`config.mk`:
```
export PLATFORM = sky130hd
export DESIGN_NAME = lsb_payload_extractor
export DESIGN_NICKNAME = d
export VERILOG_FILES = /design/src/rtl/lpe_pkg.sv /design/src/rtl/lpe_lane.sv /design/src/rtl/lpe_merge.sv /design/src/rtl/lpe_header.sv /design/src/rtl/lpe_payload.sv /design/src/rtl/lsb_payload_extractor.sv
export SDC_FILE = /design/constraint.sdc
export NUM_CORES = 2
export LEC_CHECK = 0
export ABC_AREA = 1
export BUFFER_PORTS_ARGS = -buffer_cell sky130_fd_sc_hd__buf_2
export CORE_AREA = 2 2 254 445
export DETAILED_ROUTE_END_ITERATION = 12
export DIE_AREA = 0 0 256 447
export GPL_TIMING_DRIVEN = 0
export SETUP_SLACK_MARGIN = 0.4
export SLEW_MARGIN = 20
export SYNTH_ARGS = -nofsm -noshare
export SYNTH_HDL_FRONTEND = slang
export SYNTH_SLANG_ARGS = --single-unit
```
`constraint.sdc`:
```
create_clock -name aclk -period 6.9 [get_ports aclk]
set_clock_uncertainty 0.05 [all_clocks]
set_input_delay 0.69 -clock aclk [delete_from_list [all_inputs] [get_ports aclk]]
set_output_delay 0.69 -clock aclk [all_outputs]
set_load 0.1 [all_outputs]
```
`src/rtl/lpe_pkg.sv`:
```
package lpe_pkg;

    // result codes on the output channel
    typedef enum logic [1:0] {
        KIND_BYTE  = 2'd0,
        KIND_EMPTY = 2'd1,
        KIND_BAD   = 2'd2
    } kind_t;

    // per-pixel control carried from the header stage to the payload stage
    typedef struct packed {
        logic first;
        logic hdr_done;
        logic hdr_short;
        logic hdr_empty;
    } hdr_ctl_t;

    localparam int unsigned LANES   = 4;
    localparam int unsigned CHAN_W  = 8;
    localparam int unsigned COUNT_W = 4;
    localparam int unsigned BYTE_W  = 8;

endpackage

```
`src/rtl/lpe_lane.sv`:
```
module lpe_lane import lpe_pkg::*; #(
    parameter int unsigned MAX_CHANNEL_BITS = 8
) (
    input  logic [CHAN_W-1:0]                       value,
    input  logic [COUNT_W-1:0]                      count,
    output logic [MAX_CHANNEL_BITS-1:0]             bits,
    output logic [$clog2(MAX_CHANNEL_BITS+1)-1:0]   num
);

    localparam int unsigned LN_W = $clog2(MAX_CHANNEL_BITS + 1);

    logic [COUNT_W-1:0] clamped;

    // clamp the count, then left-align the hidden bits msb first
    always_comb begin
        clamped = (count > COUNT_W'(MAX_CHANNEL_BITS)) ? COUNT_W'(MAX_CHANNEL_BITS) : count;
        num     = LN_W'(clamped);
        bits    = value[MAX_CHANNEL_BITS-1:0] << (COUNT_W'(MAX_CHANNEL_BITS) - clamped);
    end

endmodule

```
`src/rtl/lpe_merge.sv`:
```
module lpe_merge import lpe_pkg::*; #(
    parameter int unsigned MAX_CHANNEL_BITS = 8
) (
    input  logic                                                aclk,
    input  logic                                                aresetn,
    input  logic                                                in_valid,
    output logic                                                in_ready,
    input  logic                                                in_first,
    input  logic [LANES-1:0][MAX_CHANNEL_BITS-1:0]              lane_bits,
    input  logic [LANES-1:0][$clog2(MAX_CHANNEL_BITS+1)-1:0]    lane_num,
    output logic                                                out_valid,
    input  logic                                                out_ready,
    output logic                                                out_first,
    output logic [LANES*MAX_CHANNEL_BITS-1:0]                   out_bits,
    output logic [$clog2(LANES*MAX_CHANNEL_BITS+1)-1:0]         out_num
);

    localparam int unsigned PIX_BITS = LANES * MAX_CHANNEL_BITS;
    localparam int unsigned NW       = $clog2(PIX_BITS + 1);
    localparam int unsigned PAD      = PIX_BITS - MAX_CHANNEL_BITS;

    logic [PIX_BITS-1:0] bits_next;
    logic [NW-1:0]       num_next;
    logic                valid_reg;
    logic                first_reg;
    logic [PIX_BITS-1:0] bits_reg;
    logic [NW-1:0]       num_reg;

    // pack lane fields back to back, red lane first
    always_comb begin
        bits_next = '0;
        num_next  = '0;
        for (int i = 0; i < LANES; i++) begin
            bits_next = bits_next | ({lane_bits[i], {PAD{1'b0}}} >> num_next);
            num_next  = num_next + NW'(lane_num[i]);
        end
    end

    assign in_ready  = !valid_reg || out_ready;
    assign out_valid = valid_reg;
    assign out_first = first_reg;
    assign out_bits  = bits_reg;
    assign out_num   = num_reg;

    always_ff @(posedge aclk) begin
        if (!aresetn) begin
            valid_reg <= 1'b0;
        end else if (in_ready) begin
            valid_reg <= in_valid;
        end
    end

    always_ff @(posedge aclk) begin
        if (in_valid && in_ready) begin
            first_reg <= in_first;
            bits_reg  <= bits_next;
            num_reg   <= num_next;
        end
    end

endmodule

```
`src/rtl/lpe_header.sv`:
```
module lpe_header import lpe_pkg::*; #(
    parameter int unsigned HEADER_BITS = 64,
    parameter int unsigned PIX_BITS    = 32
) (
    input  logic                            aclk,
    input  logic                            aresetn,
    input  logic                            in_valid,
    output logic                            in_ready,
    input  logic                            in_first,
    input  logic [PIX_BITS-1:0]             in_bits,
    input  logic [$clog2(PIX_BITS+1)-1:0]   in_num,
    output logic                            out_valid,
    input  logic                            out_ready,
    output hdr_ctl_t                        out_ctl,
    output logic [PIX_BITS-1:0]             out_bits,
    output logic [$clog2(PIX_BITS+1)-1:0]   out_num,
    output logic [HEADER_BITS-4:0]          out_body
);

    localparam int unsigned NW    = $clog2(PIX_BITS + 1);
    localparam int unsigned SW    = $clog2(HEADER_BITS + 1);
    localparam int unsigned TW    = (SW > NW) ? SW : NW;
    localparam int unsigned RB    = HEADER_BITS - 3;
    localparam int unsigned CAT_W = HEADER_BITS + PIX_BITS;

    // header collection state
    logic [HEADER_BITS-1:0] shift_reg;
    logic [SW-1:0]          seen_reg;
    logic                   active_reg;

    logic                   act;
    logic [SW-1:0]          seen_cur;
    logic [HEADER_BITS-1:0] shift_cur;
    logic [TW-1:0]          need;
    logic [TW-1:0]          take;
    logic [CAT_W-1:0]       cat;
    logic [HEADER_BITS-1:0] shift_next;
    logic [SW-1:0]          seen_next;
    logic                   done;
    logic                   active_next;

    // stage a: bits left after the header, completed length
    logic                   a_valid_reg;
    logic                   a_first_reg;
    logic                   a_done_reg;
    logic [PIX_BITS-1:0]    a_bits_reg;
    logic [NW-1:0]          a_num_reg;
    logic [HEADER_BITS-1:0] a_len_reg;
    logic                   a_ready;

    // stage b: decoded length
    logic                   b_valid_reg;
    hdr_ctl_t               b_ctl_reg;
    logic [PIX_BITS-1:0]    b_bits_reg;
    logic [NW-1:0]          b_num_reg;
    logic [RB-1:0]          b_body_reg;
    logic                   b_ready;

    logic [HEADER_BITS-1:0] diff;
    hdr_ctl_t               ctl_next;

    always_comb begin
        act       = in_first || active_reg;
        seen_cur  = in_first ? '0 : seen_reg;
        shift_cur = in_first ? '0 : shift_reg;
        need      = TW'(HEADER_BITS) - TW'(seen_cur);
        if (!act) begin
            take = '0;
        end else if (TW'(in_num) < need) begin
            take = TW'(in_num);
        end else begin
            take = need;
        end
        cat         = {shift_cur, in_bits} << take;
        shift_next  = cat[CAT_W-1 -: HEADER_BITS];
        seen_next   = seen_cur + SW'(take);
        done        = act && (TW'(seen_next) == TW'(HEADER_BITS));
        active_next = act && !done;
    end

    always_comb begin
        diff               = a_len_reg - HEADER_BITS'(HEADER_BITS);
        ctl_next.first     = a_first_reg;
        ctl_next.hdr_done  = a_done_reg;
        ctl_next.hdr_short = a_len_reg < HEADER_BITS'(HEADER_BITS);
        ctl_next.hdr_empty = (diff[HEADER_BITS-1:3] == '0);
    end

    assign b_ready   = !b_valid_reg || out_ready;
    assign a_ready   = !a_valid_reg || b_ready;
    assign in_ready  = a_ready;
    assign out_valid = b_valid_reg;
    assign out_ctl   = b_ctl_reg;
    assign out_bits  = b_bits_reg;
    assign out_num   = b_num_reg;
    assign out_body  = b_body_reg;

    always_ff @(posedge aclk) begin
        if (!aresetn) begin
            shift_reg   <= '0;
            seen_reg    <= '0;
            active_reg  <= 1'b1;
            a_valid_reg <= 1'b0;
            b_valid_reg <= 1'b0;
        end else begin
            if (in_valid && a_ready) begin
                shift_reg  <= shift_next;
                seen_reg   <= seen_next;
                active_reg <= active_next;
            end
            if (a_ready) begin
                a_valid_reg <= in_valid;
            end
            if (b_ready) begin
                b_valid_reg <= a_valid_reg;
            end
        end
    end

    always_ff @(posedge aclk) begin
        if (in_valid && a_ready) begin
            a_first_reg <= in_first;
            a_done_reg  <= done;
            a_bits_reg  <= in_bits << take;
            a_num_reg   <= in_num - NW'(take);
            a_len_reg   <= shift_next;
        end
        if (a_valid_reg && b_ready) begin
            b_ctl_reg  <= ctl_next;
            b_bits_reg <= a_bits_reg;
            b_num_reg  <= a_num_reg;
            b_body_reg <= diff[HEADER_BITS-1:3];
        end
    end

`ifndef NO_ASSERTIONS
    a_seen_bound: assert property (@(posedge aclk) disable iff (!aresetn)
        active_reg |-> seen_reg < SW'(HEADER_BITS))
        else $error("header bit count past header length while collecting");
`endif

endmodule

```
`src/rtl/lpe_payload.sv`:
```
module lpe_payload import lpe_pkg::*; #(
    parameter int unsigned HEADER_BITS = 64,
    parameter int unsigned PIX_BITS    = 32
) (
    input  logic                            aclk,
    input  logic                            aresetn,
    input  logic                            in_valid,
    output logic                            in_ready,
    input  hdr_ctl_t                        in_ctl,
    input  logic [PIX_BITS-1:0]             in_bits,
    input  logic [$clog2(PIX_BITS+1)-1:0]   in_num,
    input  logic [HEADER_BITS-4:0]          in_body,
    output logic                            out_valid,
    input  logic                            out_ready,
    output kind_t                           out_kind,
    output logic [BYTE_W-1:0]               out_byte,
    output logic                            out_last
);

    localparam int unsigned RB      = HEADER_BITS - 3;
    localparam int unsigned MAX_RES = (PIX_BITS + 7) / 8;
    localparam int unsigned RC_W    = $clog2(MAX_RES + 1);
    localparam int unsigned AL_W    = PIX_BITS + 7;
    localparam int unsigned TOT_W   = $clog2(PIX_BITS + 8);

    typedef enum logic [2:0] {
        PH_WAIT = 3'b001,
        PH_BODY = 3'b010,
        PH_DONE = 3'b100
    } phase_t;

    phase_t            phase_reg, phase_cur, phase_next;
    logic [RB-1:0]     rem_reg, rem_cur, rem_next;
    logic [6:0]        part_reg, part_cur, part_next;
    logic [2:0]        pcnt_reg, pcnt_cur, pcnt_next;

    logic              body_on;
    logic [RB-1:0]     body_rem;
    logic [6:0]        body_part;
    logic [2:0]        body_pcnt;
    logic [AL_W-1:0]   aligned;
    logic [AL_W-1:0]   tail;
    logic [TOT_W-1:0]  total;
    logic [RC_W-1:0]   avail;
    logic [RC_W-1:0]   nb;
    logic [RC_W-1:0]   nres;

    logic [BYTE_W-1:0] byte_next [MAX_RES];
    kind_t             kind_next [MAX_RES];
    logic              last_next [MAX_RES];
    logic [BYTE_W-1:0] byte_reg  [MAX_RES];
    kind_t             kind_reg  [MAX_RES];
    logic              last_reg  [MAX_RES];
    logic [RC_W-1:0]   left_reg;

    always_comb begin
        phase_cur  = in_ctl.first ? PH_WAIT : phase_reg;
        rem_cur    = in_ctl.first ? '0 : rem_reg;
        part_cur   = in_ctl.first ? '0 : part_reg;
        pcnt_cur   = in_ctl.first ? '0 : pcnt_reg;
        phase_next = phase_cur;
        rem_next   = rem_cur;
        part_next  = part_cur;
        pcnt_next  = pcnt_cur;
        body_on    = 1'b0;
        body_rem   = rem_cur;
        body_part  = part_cur;
        body_pcnt  = pcnt_cur;
        aligned    = '0;
        tail       = '0;
        total      = '0;
        avail      = '0;
        nb         = '0;
        nres       = '0;
        for (int j = 0; j < MAX_RES; j++) begin
            byte_next[j] = '0;
            kind_next[j] = KIND_BYTE;
            last_next[j] = 1'b0;
        end

        if (in_ctl.hdr_done) begin
            if (in_ctl.hdr_short) begin
                kind_next[0] = KIND_BAD;
                last_next[0] = 1'b1;
                nres         = RC_W'(1);
                phase_next   = PH_DONE;
            end else if (in_ctl.hdr_empty) begin
                kind_next[0] = KIND_EMPTY;
                last_next[0] = 1'b1;
                nres         = RC_W'(1);
                phase_next   = PH_DONE;
            end else begin
                body_on   = 1'b1;
                body_rem  = in_body;
                body_part = '0;
                body_pcnt = '0;
            end
        end else if (phase_cur == PH_BODY) begin
            body_on = 1'b1;
        end

        // leftover bits of the previous pixel sit ahead of the new ones
        if (body_on) begin
            aligned = {body_part, in_bits} << (3'd7 - body_pcnt);
            total   = TOT_W'(body_pcnt) + TOT_W'(in_num);
            avail   = RC_W'(total >> 3);
            nb      = (RB'(avail) < body_rem) ? avail : RC_W'(body_rem);
            for (int j = 0; j < MAX_RES; j++) begin
                byte_next[j] = aligned[AL_W-1-8*j -: 8];
                last_next[j] = (RC_W'(j + 1) == nb) && (body_rem == RB'(nb));
            end
            nres      = nb;
            rem_next  = body_rem - RB'(nb);
            tail      = aligned << {avail, 3'b000};
            pcnt_next = total[2:0];
            part_next = tail[AL_W-1 -: 7] >> (3'd7 - total[2:0]);
            if (body_rem == RB'(nb)) begin
                phase_next = PH_DONE;
            end else begin
                phase_next = PH_BODY;
            end
        end
    end

    assign out_valid = (left_reg != '0);
    assign out_kind  = kind_reg[0];
    assign out_byte  = byte_reg[0];
    assign out_last  = last_reg[0];
    assign in_ready  = (left_reg == '0) || ((left_reg == RC_W'(1)) && out_ready);

    always_ff @(posedge aclk) begin
        if (!aresetn) begin
            phase_reg <= PH_WAIT;
            rem_reg   <= '0;
            part_reg  <= '0;
            pcnt_reg  <= '0;
            left_reg  <= '0;
        end else if (in_valid && in_ready) begin
            phase_reg <= phase_next;
            rem_reg   <= rem_next;
            part_reg  <= part_next;
            pcnt_reg  <= pcnt_next;
            left_reg  <= nres;
        end else if (out_valid && out_ready) begin
            left_reg  <= left_reg - RC_W'(1);
        end
    end

    // result buffer, drained from entry zero
    always_ff @(posedge aclk) begin
        if (in_valid && in_ready) begin
            for (int j = 0; j < MAX_RES; j++) begin
                byte_reg[j] <= byte_next[j];
                kind_reg[j] <= kind_next[j];
                last_reg[j] <= last_next[j];
            end
        end else if (out_valid && out_ready) begin
            for (int j = 0; j < MAX_RES - 1; j++) begin
                byte_reg[j] <= byte_reg[j+1];
                kind_reg[j] <= kind_reg[j+1];
                last_reg[j] <= last_reg[j+1];
            end
        end
    end

`ifndef NO_ASSERTIONS
    a_last_final: assert property (@(posedge aclk) disable iff (!aresetn)
        out_valid && out_last |-> left_reg == RC_W'(1))
        else $error("last result is not the final buffered result");

    a_body_rem: assert property (@(posedge aclk) disable iff (!aresetn)
        phase_reg == PH_BODY |-> rem_reg != '0)
        else $error("payload phase with no bytes remaining");

    a_left_bound: assert property (@(posedge aclk) disable iff (!aresetn)
        left_reg <= RC_W'(MAX_RES))
        else $error("result buffer count past its depth");
`endif

endmodule

```
`src/rtl/lsb_payload_extractor.sv`:
```
// pipeline: a pixel is registered in the merge stage, header stages a and b and the result buffer
// throughput: one pixel per cycle while m_ready is held and each pixel yields at most one
//   result; a pixel yielding more results holds the next pixel off until its last result
//   leaves the buffer, at most 4 results per pixel (one byte per cycle out)
// reset: aresetn is synchronous, active low; it empties every stage and the
//   result buffer and leaves the block collecting a new header
module lsb_payload_extractor import lpe_pkg::*; #(
    parameter int unsigned HEADER_BITS      = 64,
    parameter int unsigned MAX_CHANNEL_BITS = 8
) (
    input  logic               aclk,
    input  logic               aresetn,
    // pixel input channel
    input  logic               s_valid,
    output logic               s_ready,
    input  logic               s_first_pixel,
    input  logic [CHAN_W-1:0]  s_red,
    input  logic [CHAN_W-1:0]  s_green,
    input  logic [CHAN_W-1:0]  s_blue,
    input  logic [CHAN_W-1:0]  s_alpha,
    input  logic [COUNT_W-1:0] s_red_count,
    input  logic [COUNT_W-1:0] s_green_count,
    input  logic [COUNT_W-1:0] s_blue_count,
    input  logic [COUNT_W-1:0] s_alpha_count,
    // result channel
    output logic               m_valid,
    input  logic               m_ready,
    output logic [1:0]         m_kind,
    output logic [BYTE_W-1:0]  m_payload_byte,
    output logic               m_last
);

    localparam int unsigned PIX_BITS = LANES * MAX_CHANNEL_BITS;
    localparam int unsigned LN_W     = $clog2(MAX_CHANNEL_BITS + 1);
    localparam int unsigned NW       = $clog2(PIX_BITS + 1);
    localparam int unsigned RB       = HEADER_BITS - 3;

    // per-channel values and counts, in extraction order r, g, b, a
    logic [LANES-1:0][CHAN_W-1:0]           lane_value;
    logic [LANES-1:0][COUNT_W-1:0]          lane_count;
    logic [LANES-1:0][MAX_CHANNEL_BITS-1:0] lane_bits;
    logic [LANES-1:0][LN_W-1:0]             lane_num;

    // merge stage -> header stage
    logic                mrg_valid;
    logic                mrg_ready;
    logic                mrg_first;
    logic [PIX_BITS-1:0] mrg_bits;
    logic [NW-1:0]       mrg_num;

    // header stage -> payload stage
    logic                hdr_valid;
    logic                hdr_ready;
    hdr_ctl_t            hdr_ctl;
    logic [PIX_BITS-1:0] hdr_bits;
    logic [NW-1:0]       hdr_num;
    logic [RB-1:0]       hdr_body;

    kind_t               pay_kind;

    assign lane_value[0] = s_red;
    assign lane_value[1] = s_green;
    assign lane_value[2] = s_blue;
    assign lane_value[3] = s_alpha;
    assign lane_count[0] = s_red_count;
    assign lane_count[1] = s_green_count;
    assign lane_count[2] = s_blue_count;
    assign lane_count[3] = s_alpha_count;

    // one lane per channel: clamp the count and left-align the hidden bits
    for (genvar g = 0; g < LANES; g++) begin : g_lane
        lpe_lane #(
            .MAX_CHANNEL_BITS (MAX_CHANNEL_BITS)
        ) u_lane (
            .value (lane_value[g]),
            .count (lane_count[g]),
            .bits  (lane_bits[g]),
            .num   (lane_num[g])
        );
    end

    // lanes are packed into one msb-first bit run per pixel and registered
    lpe_merge #(
        .MAX_CHANNEL_BITS (MAX_CHANNEL_BITS)
    ) u_merge (
        .aclk      (aclk),
        .aresetn   (aresetn),
        .in_valid  (s_valid),
        .in_ready  (s_ready),
        .in_first  (s_first_pixel),
        .lane_bits (lane_bits),
        .lane_num  (lane_num),
        .out_valid (mrg_valid),
        .out_ready (mrg_ready),
        .out_first (mrg_first),
        .out_bits  (mrg_bits),
        .out_num   (mrg_num)
    );

    // header collection strips the length bits, then the length is decoded
    // into a whole-byte count and the bad/empty checks
    lpe_header #(
        .HEADER_BITS (HEADER_BITS),
        .PIX_BITS    (PIX_BITS)
    ) u_header (
        .aclk      (aclk),
        .aresetn   (aresetn),
        .in_valid  (mrg_valid),
        .in_ready  (mrg_ready),
        .in_first  (mrg_first),
        .in_bits   (mrg_bits),
        .in_num    (mrg_num),
        .out_valid (hdr_valid),
        .out_ready (hdr_ready),
        .out_ctl   (hdr_ctl),
        .out_bits  (hdr_bits),
        .out_num   (hdr_num),
        .out_body  (hdr_body)
    );

    // byte assembly, end-of-payload tracking and a small result buffer that
    // lets the next pixel in as the last buffered result leaves
    lpe_payload #(
        .HEADER_BITS (HEADER_BITS),
        .PIX_BITS    (PIX_BITS)
    ) u_payload (
        .aclk      (aclk),
        .aresetn   (aresetn),
        .in_valid  (hdr_valid),
        .in_ready  (hdr_ready),
        .in_ctl    (hdr_ctl),
        .in_bits   (hdr_bits),
        .in_num    (hdr_num),
        .in_body   (hdr_body),
        .out_valid (m_valid),
        .out_ready (m_ready),
        .out_kind  (pay_kind),
        .out_byte  (m_payload_byte),
        .out_last  (m_last)
    );

    assign m_kind = pay_kind;

endmodule

```
==> run metrics <==
status=complete, but fails checks; failing checks=DRC; max-cap check violation count=0; Final min period=6310 ps; Slew Limit Fails=0; clk_lat worst skew=670 ps; die width=256 um; IO Count=66; die height=447 um; Most used DFF post-synth=edfxtp_1; crit path kind=reg2reg; #FFs+latches synth=433; RSZ-0062 raised after global routing=no; largest net degree at the start of global routing=59; slowest stage delay, CP=430 ps; final net count=5363; Seq/Total Area, Yosys=34.7%; final hold violations=0; Placer Congestion=1.05; most common cell after layout, fill and taps aside=nand2_1; switch share=55.0%; synth unique cells=57; Slowest-stage cell, CP=edfxtp_1; Clock Power Share=17.1%; initial cell density of the core=29.8%; most frequent CP cell=nand2_1; share of cells above drive strength 1=5.87%; Achievable Freq=158 MHz; Detail Route Antenna Nets=0; 1st-iter DRT viols=2561; Layout area overhead=13.1%; slew margin rel.=16.8%; largest area contributor in the netlist=edfxtp_1; leakage power=16.1 nW; Cells after DPL=6668; CTS tree=done; sequential share of power=23.6%; DR WL/cell=25.0 um; total congestion overflow=0; setup violators final=0; crit path DAT=6710 ps; total wire length=169000 um; Num CTS Buffers=45; Worst-path clk slew=70 ps; Die ar.=114000 um^2; H-Tree Depth=2; YS warnings=0; Hold-fix buffers, CTS=0; Layout Cells excl Fill=6775; PortBufs=65; DPL Wire Length=140000 um; syn avg cell area=6.45 um^2; Post-Synthesis Net Count=5224; initial antenna violation count=2; commonest non-fill, non-tap cells in the layout=1333 x nand2_1, 988 x nand3_1, 535 x inv_1, 494 x nor2_1, 300 x o21ai_0; async set-reset flop share out of synthesis=0%; CP Max Fanout=10; Critical Path End Type=register; min-delay worst type=in2reg; worst-case clock buffer depth=3; ranking of synthesized cells by area=edfxtp_1 26%, nand2_1 15%, nand3_1 15%; Clock Sinks=433; combinational share of power=59.3%; Post-synth EDFFs=281; Mapped Area=33000 um^2; actual slew at the worst max-slew pin=1240 ps; final core utilization=33.7%; Sw Pwr=0.00873 W; total number of vias=36.0k; Rows=162; internal power=0.00714 W; Tot GR Track Use=29.1%; Critical Path Source Type=register; first-pass GRT wire length=241000 um; Synth top area share=25.5%; DR vias/cell=5.31; Remaining DRCs=4; core area=111000 um^2; CTS root buf=clkbuf_16; worst vdd ir=243 uV; vias in the first global route=35.7k; Final Cycle Share=91.5%; P per Cell Area=425 nW/um^2; drt pass-1 iters=10; max reg flops=64; Synth Instances=5121; CP Data Required Time=7300 ps
==> final timing paths <==
check / end / slack (ps) / cells past startpoint / from
setup / recovery: u_payload.last_reg[3] / 590 / 32 / u_header.out_ctl[0]
hold / removal: u_merge.out_first / 170 / 1 / s_first_pixel
setup reg to reg: u_payload.last_reg[3] / 590 / 32 / u_header.out_ctl[0]
hold reg to reg: u_header.out_bits[8] / 350 / 0 / u_header.a_bits_reg[8]
==> power by group through the flow <==
| stage | logic [W] | registers, W | clock network, W |
|---|---|---|---|
| after floorplan | 0.00520 | 0.00392 | 0 |
| after detailed placement | 0.00906 | 0.00380 | 0 |
| after CTS | 0.00910 | 0.00375 | 0.00276 |
| after global placement | 0.00908 | 0.00380 | 0 |
| final | 0.00942 | 0.00375 | 0.00271 |
| after global routing | 0.0100 | 0.00380 | 0.00283 |
==> layout make-up <==
cell class	count	area, um^2
tap	1476	1850
timing repair buffer	92	657
sequential	433	11500
buffer	271	1120
clock inverter	34	438
multi-input combinational	3856	18500
antenna	2	5.00
inverter	561	2110
fill	12432	73500
clock buffer	50	1150
==> cell families (layout without fill, tap and decap cells) <==
kind of cell | after synthesis | count (layout) | synth area share [%]
compound gates | 631 | 631 | 10.4
buf+inv | 832 | 1008 | 9.65
mux | 5 | 5 | 0.151
fa+ha+maj | 50 | 50 | 2.03
other cells | 0 | 2 | 0
flops | 433 | 433 | 34.7
simple gates | 3085 | 3085 | 40.8
xor+xnor | 85 | 85 | 2.25
==> routing by layer <==
metal / up-vias / global-route usage, % / wire, um
li1: 17419 / - / -
met1: 16686 / 25.5 / 52800
met2: 1298 / 54.9 / 87300
met3: 596 / 3.30 / 6980
met4: 0 / 31.8 / 22300
met5: - / 0 / 0
==> metrics by stage <==
step           power [W]  hold WS [ps]  worst slack (ps)  TNS (ps)  instance area, um^2
3_3_place_gp      0.0129           352             -2020    -91900                35200
4_1_cts           0.0156           139               401         0                37200
6_report          0.0159           170               586         0                37400
2_1_floorplan    0.00912           350              1060         0                33000
3_5_place_dp      0.0129           355             -2150    -97560                35400
5_1_grt           0.0166           156               370         0                37400
==> cells in the mapped netlist (3+ instances only) <==
| cell type | number |
|---|---|
| nand4_1 | 136 |
| buf_2 | 42 |
| nand3_2 | 5 |
| dfxtp_1 | 152 |
| a21oi_1 | 223 |
| o21bai_1 | 10 |
| fa_1 | 6 |
| nand3b_1 | 12 |
| o21ai_1 | 8 |
| mux2i_1 | 5 |
| o21a_1 | 5 |
| nand2_2 | 5 |
| nor2_1 | 500 |
| nor4_1 | 27 |
| nand3_1 | 991 |
| or2_2 | 12 |
| ha_1 | 44 |
| clkinv_1 | 13 |
| nand2_1 | 1337 |
| nor2_2 | 11 |
| nor2_4 | 3 |
| o22ai_1 | 16 |
| o211ai_1 | 24 |
| o2111ai_1 | 4 |
| inv_2 | 10 |
| a22o_1 | 5 |
| a32o_1 | 3 |
| a211oi_1 | 3 |
| nor3_1 | 37 |
| edfxtp_1 | 281 |
| o21ai_0 | 302 |
| o221ai_1 | 6 |
| xor2_1 | 53 |
| clkbuf_1 | 184 |
| o311ai_0 | 5 |
| inv_1 | 538 |
| a31oi_1 | 6 |
| buf_1 | 43 |
| xnor2_1 | 32 |
==> repair_timing <==
| item | CTS | global route |
|---|---|---|
| pin swaps | 6 | 6 |
| endpoints found under the setup margin | 73 | 52 |
| cloned | 0 | 0 |
| setup buffers | 7 | 13 |
| resized for setup | 31 | 28 |
==> worst max-delay path, delay by kind of cell, from the launching register on <==
family	cells	cell delay (ps)
compound gates	3	320
xor+xnor	1	240
fa+ha+maj	3	970
buf+inv	7	1220
flops	1	430
simple gates	18	2870
Note: power is estimated with default switching activity, not from simulation.
